### src/pdac_pkg.sv
// ============================================================================
// pdac_pkg
// Shared types and constants for the press duration alarm controller.
// ============================================================================
`default_nettype none

package pdac_pkg;

    // Default width of the internal time arithmetic
    localparam int TIME_WIDTH_DEF = 32;

    // Configuration port
    localparam int CFG_IDX_W  = 8;
    localparam int CFG_DATA_W = 16;

    localparam logic [CFG_IDX_W-1:0] REG_MIN_PRESS  = 8'd0;
    localparam logic [CFG_IDX_W-1:0] REG_SHORT_MAX  = 8'd1;
    localparam logic [CFG_IDX_W-1:0] REG_HOLD_LIMIT = 8'd2;
    localparam logic [CFG_IDX_W-1:0] REG_HELP_DELAY = 8'd3;

    localparam logic [CFG_DATA_W-1:0] MIN_PRESS_RST  = 16'd20;
    localparam logic [CFG_DATA_W-1:0] SHORT_MAX_RST  = 16'd300;
    localparam logic [CFG_DATA_W-1:0] HOLD_LIMIT_RST = 16'd1000;
    localparam logic [CFG_DATA_W-1:0] HELP_DELAY_RST = 16'd3000;

    // Button tracker phase
    typedef enum logic [1:0] {
        PH_RELEASED = 2'd0,
        PH_PRESSED  = 2'd1,
        PH_TIMEOUT  = 2'd2
    } phase_t;

    // Press classification
    typedef enum logic [1:0] {
        EV_NONE    = 2'd0,
        EV_ALARM   = 2'd1,
        EV_PICTURE = 2'd2,
        EV_CANCEL  = 2'd3
    } event_t;

    // Configuration register set
    typedef struct packed {
        logic [CFG_DATA_W-1:0] min_press_ms;
        logic [CFG_DATA_W-1:0] short_max_ms;
        logic [CFG_DATA_W-1:0] hold_limit_ms;
        logic [CFG_DATA_W-1:0] help_delay_ms;
    } cfg_regs_t;

    // Control flags kept between samples
    typedef struct packed {
        phase_t phase;
        logic   help_armed;
        logic   help_sent;
        logic   beeper_on;
        logic   camera_on;
        logic   led_r;
        logic   led_g;
        logic   led_b;
    } ctl_flags_t;

    localparam ctl_flags_t CTL_FLAGS_RST = '{
        phase:      PH_RELEASED,
        help_armed: 1'b0,
        help_sent:  1'b0,
        beeper_on:  1'b0,
        camera_on:  1'b0,
        led_r:      1'b1,
        led_g:      1'b0,
        led_b:      1'b1
    };

    // Input sample
    typedef struct packed {
        logic        button_level;
        logic [31:0] now_ms;
        logic        link_up;
    } sample_t;

    // Result item
    typedef struct packed {
        logic [1:0] press_event;
        logic       send_help;
        logic       beeper_running;
        logic       camera_running;
        logic       led_red_pin;
        logic       led_green_pin;
        logic       led_blue_pin;
    } result_t;

endpackage

`default_nettype wire

### src/pdac_step.sv
// ============================================================================
// pdac_step
// Next-state and result logic for one poll sample: button tracker, help
// timer and press classification.
// ============================================================================
`default_nettype none

module pdac_step
    import pdac_pkg::*;
#(
    parameter int TIME_WIDTH = TIME_WIDTH_DEF
) (
    input  wire cfg_regs_t             cfg,
    input  wire ctl_flags_t            flags_cur,
    input  wire logic [TIME_WIDTH-1:0] start_cur,
    input  wire logic [TIME_WIDTH-1:0] act_cur,
    input  wire sample_t               sample,
    output ctl_flags_t                 flags_next,
    output logic [TIME_WIDTH-1:0]      start_next,
    output logic [TIME_WIDTH-1:0]      act_next,
    output result_t                    result
);

    logic [63:0]           now_wide;
    logic [TIME_WIDTH-1:0] now_t;
    logic [TIME_WIDTH-1:0] hold_time;
    logic [TIME_WIDTH-1:0] since_act;
    logic [TIME_WIDTH-1:0] min_t;
    logic [TIME_WIDTH-1:0] short_t;
    logic [TIME_WIDTH-1:0] hold_t;
    logic [TIME_WIDTH-1:0] delay_t;
    logic                  have_press;
    logic                  help;
    event_t                ev;

    // Timestamp truncated or zero-extended to the internal time width
    assign now_wide  = {32'd0, sample.now_ms};
    assign now_t     = now_wide[TIME_WIDTH-1:0];
    assign hold_time = now_t - start_cur;
    assign since_act = now_t - act_cur;
    assign min_t     = TIME_WIDTH'(cfg.min_press_ms);
    assign short_t   = TIME_WIDTH'(cfg.short_max_ms);
    assign hold_t    = TIME_WIDTH'(cfg.hold_limit_ms);
    assign delay_t   = TIME_WIDTH'(cfg.help_delay_ms);

    always_comb begin
        flags_next = flags_cur;
        start_next = start_cur;
        act_next   = act_cur;
        have_press = 1'b0;
        help       = 1'b0;
        ev         = EV_NONE;

        // Button tracker; the unused phase code behaves as pressed
        case (flags_cur.phase)
            PH_RELEASED: begin
                if (sample.button_level) begin
                    flags_next.phase = PH_PRESSED;
                    start_next       = now_t;
                end
            end
            default: begin
                if (!sample.button_level) begin
                    have_press       = (flags_cur.phase != PH_TIMEOUT);
                    flags_next.phase = PH_RELEASED;
                    start_next       = now_t;
                end else if (hold_time > hold_t) begin
                    have_press       = 1'b1;
                    flags_next.phase = PH_TIMEOUT;
                end
            end
        endcase

        // Help timer, against the activation time held before this sample
        if (flags_cur.help_armed && (since_act > delay_t) && sample.link_up) begin
            help                  = 1'b1;
            flags_next.help_armed = 1'b0;
            flags_next.help_sent  = 1'b1;
        end

        // Classification in priority order; bounce gives no event
        if (have_press) begin
            priority if (hold_time > min_t && hold_time <= short_t) begin
                ev = EV_ALARM;
            end else if (hold_time > short_t && hold_time <= hold_t) begin
                ev = EV_PICTURE;
            end else if (hold_time > hold_t) begin
                ev = EV_CANCEL;
            end else begin
                ev = EV_NONE;
            end
        end

        // Effects of the event
        unique case (ev)
            EV_ALARM, EV_PICTURE: begin
                flags_next.beeper_on = 1'b1;
                if (ev == EV_PICTURE) begin
                    flags_next.camera_on = 1'b1;
                end
                if (!flags_next.help_sent) begin
                    act_next              = now_t;
                    flags_next.help_armed = 1'b1;
                end
                flags_next.led_r = (ev == EV_ALARM);
                flags_next.led_g = 1'b1;
                flags_next.led_b = (ev == EV_PICTURE);
            end
            EV_CANCEL: begin
                flags_next.beeper_on  = 1'b0;
                flags_next.camera_on  = 1'b0;
                flags_next.help_armed = 1'b0;
                flags_next.help_sent  = 1'b0;
                flags_next.led_r      = 1'b1;
                flags_next.led_g      = 1'b0;
                flags_next.led_b      = 1'b1;
            end
            EV_NONE: begin
            end
        endcase
    end

    // Result fields follow the updated flags
    assign result.press_event    = ev;
    assign result.send_help      = help;
    assign result.beeper_running = flags_next.beeper_on;
    assign result.camera_running = flags_next.camera_on;
    assign result.led_red_pin    = flags_next.led_r;
    assign result.led_green_pin  = flags_next.led_g;
    assign result.led_blue_pin   = flags_next.led_b;

endmodule

`default_nettype wire

### src/press_duration_alarm_controller_unit.sv
// ============================================================================
// press_duration_alarm_controller_unit
// Panic button press classifier with beeper, camera, LED and help timer.
// ============================================================================
// Usage:
//   s_valid/s_ready/s_data carry one poll sample (button level, ms timestamp,
//   link flag). Each sample gives exactly one result on m_valid/m_ready/m_data:
//   press event, help pulse, beeper/camera flags and active-low LED pins.
//   cfg_valid/cfg_ready/cfg_index/cfg_data write the four 16-bit settings
//   (index 0..3); other indexes are dropped. cfg_ready is always high.
//   Latency: the result is valid the cycle after the sample transfer.
//   Throughput: one sample per cycle while the receiver takes each result;
//   the tracker state and the output register both update in the accept cycle.
//   A stalled receiver holds the result register; s_ready stays high as long
//   as the result register is empty or being drained in the same cycle.
//   Reset (aresetn low, synchronous) restores default settings, puts the
//   tracker in released phase, clears timers and flags, sets pins R1 G0 B1
//   and empties the result register.
// ============================================================================
`default_nettype none

module press_duration_alarm_controller_unit
    import pdac_pkg::*;
#(
    parameter int TIME_WIDTH = TIME_WIDTH_DEF
) (
    input  wire logic                  aclk,
    input  wire logic                  aresetn,
    // sample channel
    input  wire logic                  s_valid,
    output logic                       s_ready,
    input  wire sample_t               s_data,
    // result channel
    output logic                       m_valid,
    input  wire logic                  m_ready,
    output result_t                    m_data,
    // configuration write channel
    input  wire logic                  cfg_valid,
    output logic                       cfg_ready,
    input  wire logic [CFG_IDX_W-1:0]  cfg_index,
    input  wire logic [CFG_DATA_W-1:0] cfg_data
);

    cfg_regs_t             cfg_reg;
    ctl_flags_t            flags_reg;
    ctl_flags_t            flags_next;
    logic [TIME_WIDTH-1:0] start_reg;
    logic [TIME_WIDTH-1:0] start_next;
    logic [TIME_WIDTH-1:0] act_reg;
    logic [TIME_WIDTH-1:0] act_next;
    logic                  m_valid_reg;
    result_t               m_data_reg;
    result_t               result;
    logic                  s_xfer;

    assign cfg_ready = 1'b1;
    assign s_ready   = !m_valid_reg || m_ready;
    assign s_xfer    = s_valid && s_ready;
    assign m_valid   = m_valid_reg;
    assign m_data    = m_data_reg;

    // Configuration registers
    always_ff @(posedge aclk) begin
        if (!aresetn) begin
            cfg_reg.min_press_ms  <= MIN_PRESS_RST;
            cfg_reg.short_max_ms  <= SHORT_MAX_RST;
            cfg_reg.hold_limit_ms <= HOLD_LIMIT_RST;
            cfg_reg.help_delay_ms <= HELP_DELAY_RST;
        end else if (cfg_valid && cfg_ready) begin
            unique case (cfg_index)
                REG_MIN_PRESS:  cfg_reg.min_press_ms  <= cfg_data;
                REG_SHORT_MAX:  cfg_reg.short_max_ms  <= cfg_data;
                REG_HOLD_LIMIT: cfg_reg.hold_limit_ms <= cfg_data;
                REG_HELP_DELAY: cfg_reg.help_delay_ms <= cfg_data;
                default: begin
                end
            endcase
        end
    end

    // Per-sample logic
    pdac_step #(
        .TIME_WIDTH (TIME_WIDTH)
    ) u_step (
        .cfg        (cfg_reg),
        .flags_cur  (flags_reg),
        .start_cur  (start_reg),
        .act_cur    (act_reg),
        .sample     (s_data),
        .flags_next (flags_next),
        .start_next (start_next),
        .act_next   (act_next),
        .result     (result)
    );

    // Tracker state, updated on each sample transfer
    always_ff @(posedge aclk) begin
        if (!aresetn) begin
            flags_reg <= CTL_FLAGS_RST;
            start_reg <= '0;
            act_reg   <= '0;
        end else if (s_xfer) begin
            flags_reg <= flags_next;
            start_reg <= start_next;
            act_reg   <= act_next;
        end
    end

    // Result register
    always_ff @(posedge aclk) begin
        if (!aresetn) begin
            m_valid_reg <= 1'b0;
        end else if (s_xfer) begin
            m_valid_reg <= 1'b1;
        end else if (m_ready) begin
            m_valid_reg <= 1'b0;
        end
    end

    always_ff @(posedge aclk) begin
        if (s_xfer) begin
            m_data_reg <= result;
        end
    end

    // ------------------------------------------------------------------------
    // Assertions
    // ------------------------------------------------------------------------

    // An armed timer never coexists with a sent help request
    a_armed_sent: assert property (@(posedge aclk) disable iff (!aresetn)
        !(flags_reg.help_armed && flags_reg.help_sent))
        else $error("help timer armed after help was sent");

    // Camera only runs together with the beeper
    a_cam_beep: assert property (@(posedge aclk) disable iff (!aresetn)
        m_valid |-> (!m_data.camera_running || m_data.beeper_running))
        else $error("camera running without beeper");

    // A cancel result shows the idle LED pattern
    a_cancel_leds: assert property (@(posedge aclk) disable iff (!aresetn)
        (m_valid && m_data.press_event == EV_CANCEL) |->
            (m_data.led_red_pin && !m_data.led_green_pin && m_data.led_blue_pin))
        else $error("cancel with wrong LED pins");

    // Every sample transfer yields a result in the next cycle
    a_result_follows: assert property (@(posedge aclk) disable iff (!aresetn)
        s_xfer |=> m_valid)
        else $error("result missing after sample transfer");

endmodule

`default_nettype wire

### config.mk
export PLATFORM = sky130hd
export DESIGN_NAME = press_duration_alarm_controller_unit
export DESIGN_NICKNAME = d
export VERILOG_FILES = /design/src/pdac_pkg.sv /design/src/pdac_step.sv /design/src/press_duration_alarm_controller_unit.sv
export SDC_FILE = /design/constraint.sdc
export NUM_CORES = 1
export LEC_CHECK = 0
export BUFFER_PORTS_ARGS = -buffer_cell sky130_fd_sc_hd__buf_2
export CAP_MARGIN = 0
export CORE_ASPECT_RATIO = 0.7
export CORE_UTILIZATION = 50
export DETAILED_ROUTE_END_ITERATION = 16
export MAX_ROUTING_LAYER = met4
export PLACE_DENSITY = 0.68
export SLEW_MARGIN = 20
export SYNTH_ARGS = -nofsm -noshare
export SYNTH_HDL_FRONTEND = slang
export SYNTH_SLANG_ARGS = --single-unit
### constraint.sdc
create_clock -name aclk -period 6 [get_ports aclk]
set_input_delay 0.9 -clock aclk [delete_from_list [all_inputs] [get_ports aclk]]
set_output_delay 0.9 -clock aclk [all_outputs]
set_load 0.1 [all_outputs]
==> reports/results.ini <==
[setup_path]
cp_cell_sequence = buf_2, inv_1, ha_1, inv_1, fa_1, a21o_1, a221oi_1, buf_4, o21ai_0, a21oi_1, xnor2_1, ha_1, nand2_1, nor4_1, o21ai_0, a31oi_1, o21a_1, nor2_1, a21oi_1, ha_1, nand3b_1, a21oi_4, buf_12, mux2i_1
r2r-end = act_reg[29]
reg2reg_depth = 25
cp_max_fo = 16
crit_path_frequent_cell = ha_1
crit_arrival_ns = 5.79
slowest_delay_ns = 0.46
critPathRequiredTime_ns = 6.36
r2r_start = start_reg[4]
cp-end-kind = flop
critical_path.top_delay_family = compound AO/OA/AOI/OAI gates
cp_slowest_cell = a31oi_1
start_kind = input port
criticalPathCategory = in -> reg
critical_path_buf_inv_count = 5
rrSetupSlack_ns = 0.83

[die]
placeableCoreArea_um2 = 21800
die_x_um = 181
ios = 74
die_h_um = 127
rows = 45
die-area_um2 = 23000
initial_core_util_pct = 51.4

[route]
vias = 10388
dr_wl_met3_um = 2210
antenna_left = 0
wl_per_cell_um = 17.5
drt-met1-wl_um = 15800
dr_wl_met2_um = 12900
wl_um = 31400
via_per_inst = 5.79
dr.first_iter.drc_count = 909
drc_errors = 0
dr.pass1.iters = 6
routed.top_layer = met4

[grt]
grt_max_degree = 63
grt_remaining_overflow = 0
grt_antenna_before_repair = 1
grt_pass1_wl_um = 50500
grt.total_usage_pct = 28.7
grt_pass1_vias = 9574

[clock_network]
cts_resized = 0
cts_root_buffer = clkbuf_16
cts_buffers = 17
cts.path.max_buffers = 2
clkLatencyLatePin_ns = 0.44
cts_num_sinks = 146
cts_setup_buffers = 0
cts_tree = yes
htreeDepth = 4
postCtsHoldBufs = 0
path_clk_slew_ns = 0.06

[min_path]
min_path_cells = 2
whs_endpoint = cfg_reg[14]
min_path_type = reg -> reg
min_from = cfg_reg[14]

[synth]
ys.flop_type = dfxtp_1
synth_nets = 1643
ys_seq_area_share_pct = 26.8
syn_avg_cell_area_um2 = 7.73
synth_seq_cells = 146
ys_types = 88
syn_area_um2 = 11200
postSynthCellCount = 1448
synth.yosys.warnings = 0
async_flop_share_pct = 0
synth-edff-count = 8

[power]
p_leak_nw = 5.07
ir_drop_mv = 0.191
fin_total_pwr_w = 0.00371
power_density_nw_per_um2 = 299

[timing]
setup_viol_count_final = 0
worstMarginPinSlew_ns = 0.994
hold_viol = 0
finClkSkew_ns = 0.00970
drv_slew = 0
fin_crit_ns = 5.43
relSlewSlack_pct = 33.6
rsz0062_at_grt = no
period_share_pct = 90.5
max_freq_mhz = 184
tns_ns = 0

[finish]
fillers = 2036
area_growth_pct = 10.7
largest_reg_flops = 64
final_cell_mix = nand2_1, inv_1, dfxtp_1
layout_commonest_cell = nand2_1
multi_input_area_um2 = 7380
seq_area_um2 = 3000
final_nets = 1692
drive_above_1_share_pct = 9.34

[placement]
portBuffers = 72
gp_congestion = 1.01
hpwl_um = 24400

[job]
drv_cap = 0

[status]
outcome = finished clean

==> logic make-up (layout without fill, tap and decap cells) <==
family                     Yosys count  after routing  synth area share (%)
xor gates and xnor gates            36             36                  2.82
DFF                                146            146                  26.8
adders and majority gates          132            132                  14.9
muxes                               67             67                  6.04
AOI/OAI and AO/OA                  362            362                  21.0
other                                1              2                0.0335
and+or+nand+nor                    500            500                  21.0
buffers and inverters              204            266                  7.32
==> stage by stage <==
step	std cells	utilization [%]	hold WS, ns	area [um2]	worst slack (ns)
5_1_grt	1793	56.8	0.468	12400	0.115
3_5_place_dp	1760	54.1	0.447	11800	0.180
4_1_cts	1792	56.8	0.455	12400	0.619
6_report	1793	56.8	0.454	12400	0.572
3_3_place_gp	1759	54.0	0.442	11800	0.316
2_1_floorplan	1448	-	0.435	11200	0.718
==> how the worst max path moves through the flow <==
stage / cells past startpoint / to / from / slack, ns
after floorplan: 23 / act_reg[0] / s_data[1] / 0.72
after CTS: 26 / act_reg[29] / s_data[1] / 0.62
after global routing: 26 / act_reg[18] / s_data[1] / 0.11
after global placement: 26 / act_reg[0] / s_data[1] / 0.32
after detailed placement: 26 / act_reg[27] / s_data[1] / 0.18
final: 24 / act_reg[29] / s_data[1] / 0.57
==> per-layer routing <==
layer / track usage, % / up-vias
met5: - / -
met4: 7.59 / 0
met3: 5.19 / 38
met2: 41.5 / 321
met1: 40.6 / 4829
li1: - / 5200
==> synthesized netlist by cell type, types with 5 or more instances <==
| master | count | share of area, % |
|---|---|---|
| a211oi_1 | 11 | 0.74 |
| a21o_1 | 36 | 2.4 |
| a21oi_1 | 133 | 5.9 |
| a221oi_1 | 5 | 0.39 |
| a31oi_1 | 12 | 0.67 |
| and2_1 | 8 | 0.45 |
| and3_1 | 11 | 0.62 |
| and4_1 | 10 | 0.78 |
| clkbuf_1 | 49 | 1.6 |
| dfxtp_1 | 138 | 25 |
| edfxtp_1 | 8 | 2.1 |
| ha_1 | 130 | 15 |
| inv_1 | 144 | 4.8 |
| mux2i_1 | 66 | 5.9 |
| nand2_1 | 258 | 8.7 |
| nand2b_1 | 7 | 0.39 |
| nand3_1 | 24 | 1.1 |
| nand3b_1 | 6 | 0.40 |
| nand4_1 | 21 | 1.2 |
| nor2_1 | 70 | 2.3 |
| nor2b_1 | 12 | 0.67 |
| nor3_1 | 24 | 1.1 |
| nor3b_1 | 5 | 0.34 |
| nor4_1 | 14 | 0.78 |
| o211ai_1 | 22 | 1.5 |
| o21a_1 | 18 | 1.2 |
| o21ai_0 | 52 | 2.3 |
| o21ai_1 | 10 | 0.45 |
| o21bai_1 | 9 | 0.60 |
| or3_1 | 10 | 0.56 |
| xnor2_1 | 20 | 1.6 |
| xor2_1 | 16 | 1.3 |
==> cell type report <==
| cell class | instances | share of cell area [%] |
|---|---|---|
| Antenna cell | 1 | 0.0202 |
| Tap cell | 282 | 2.85 |
| Sequential cell | 146 | 24.2 |
| Multi-Input combinational cell | 1098 | 59.6 |
| Inverter | 146 | 4.43 |
| Clock inverter | 10 | 0.778 |
| Timing Repair Buffer | 88 | 4.11 |
| Clock buffer | 22 | 4.00 |
==> report_power, final <==
group	total, W	switching, W	internal (W)
logic	0.00153	0.000952	0.000578
registers	0.00109	0.0000343	0.00106
clock network	0.00108	0.000454	0.000631
total	0.00371	0.00144	0.00227
==> tightest hold or removal path: stages, from the launching register on <==
cell,delay (ns)
dfxtp_1,0.31
nand2_1,0.05
a21oi_1,0.05
No activity file was read; power rests on OpenSTA's default activity.
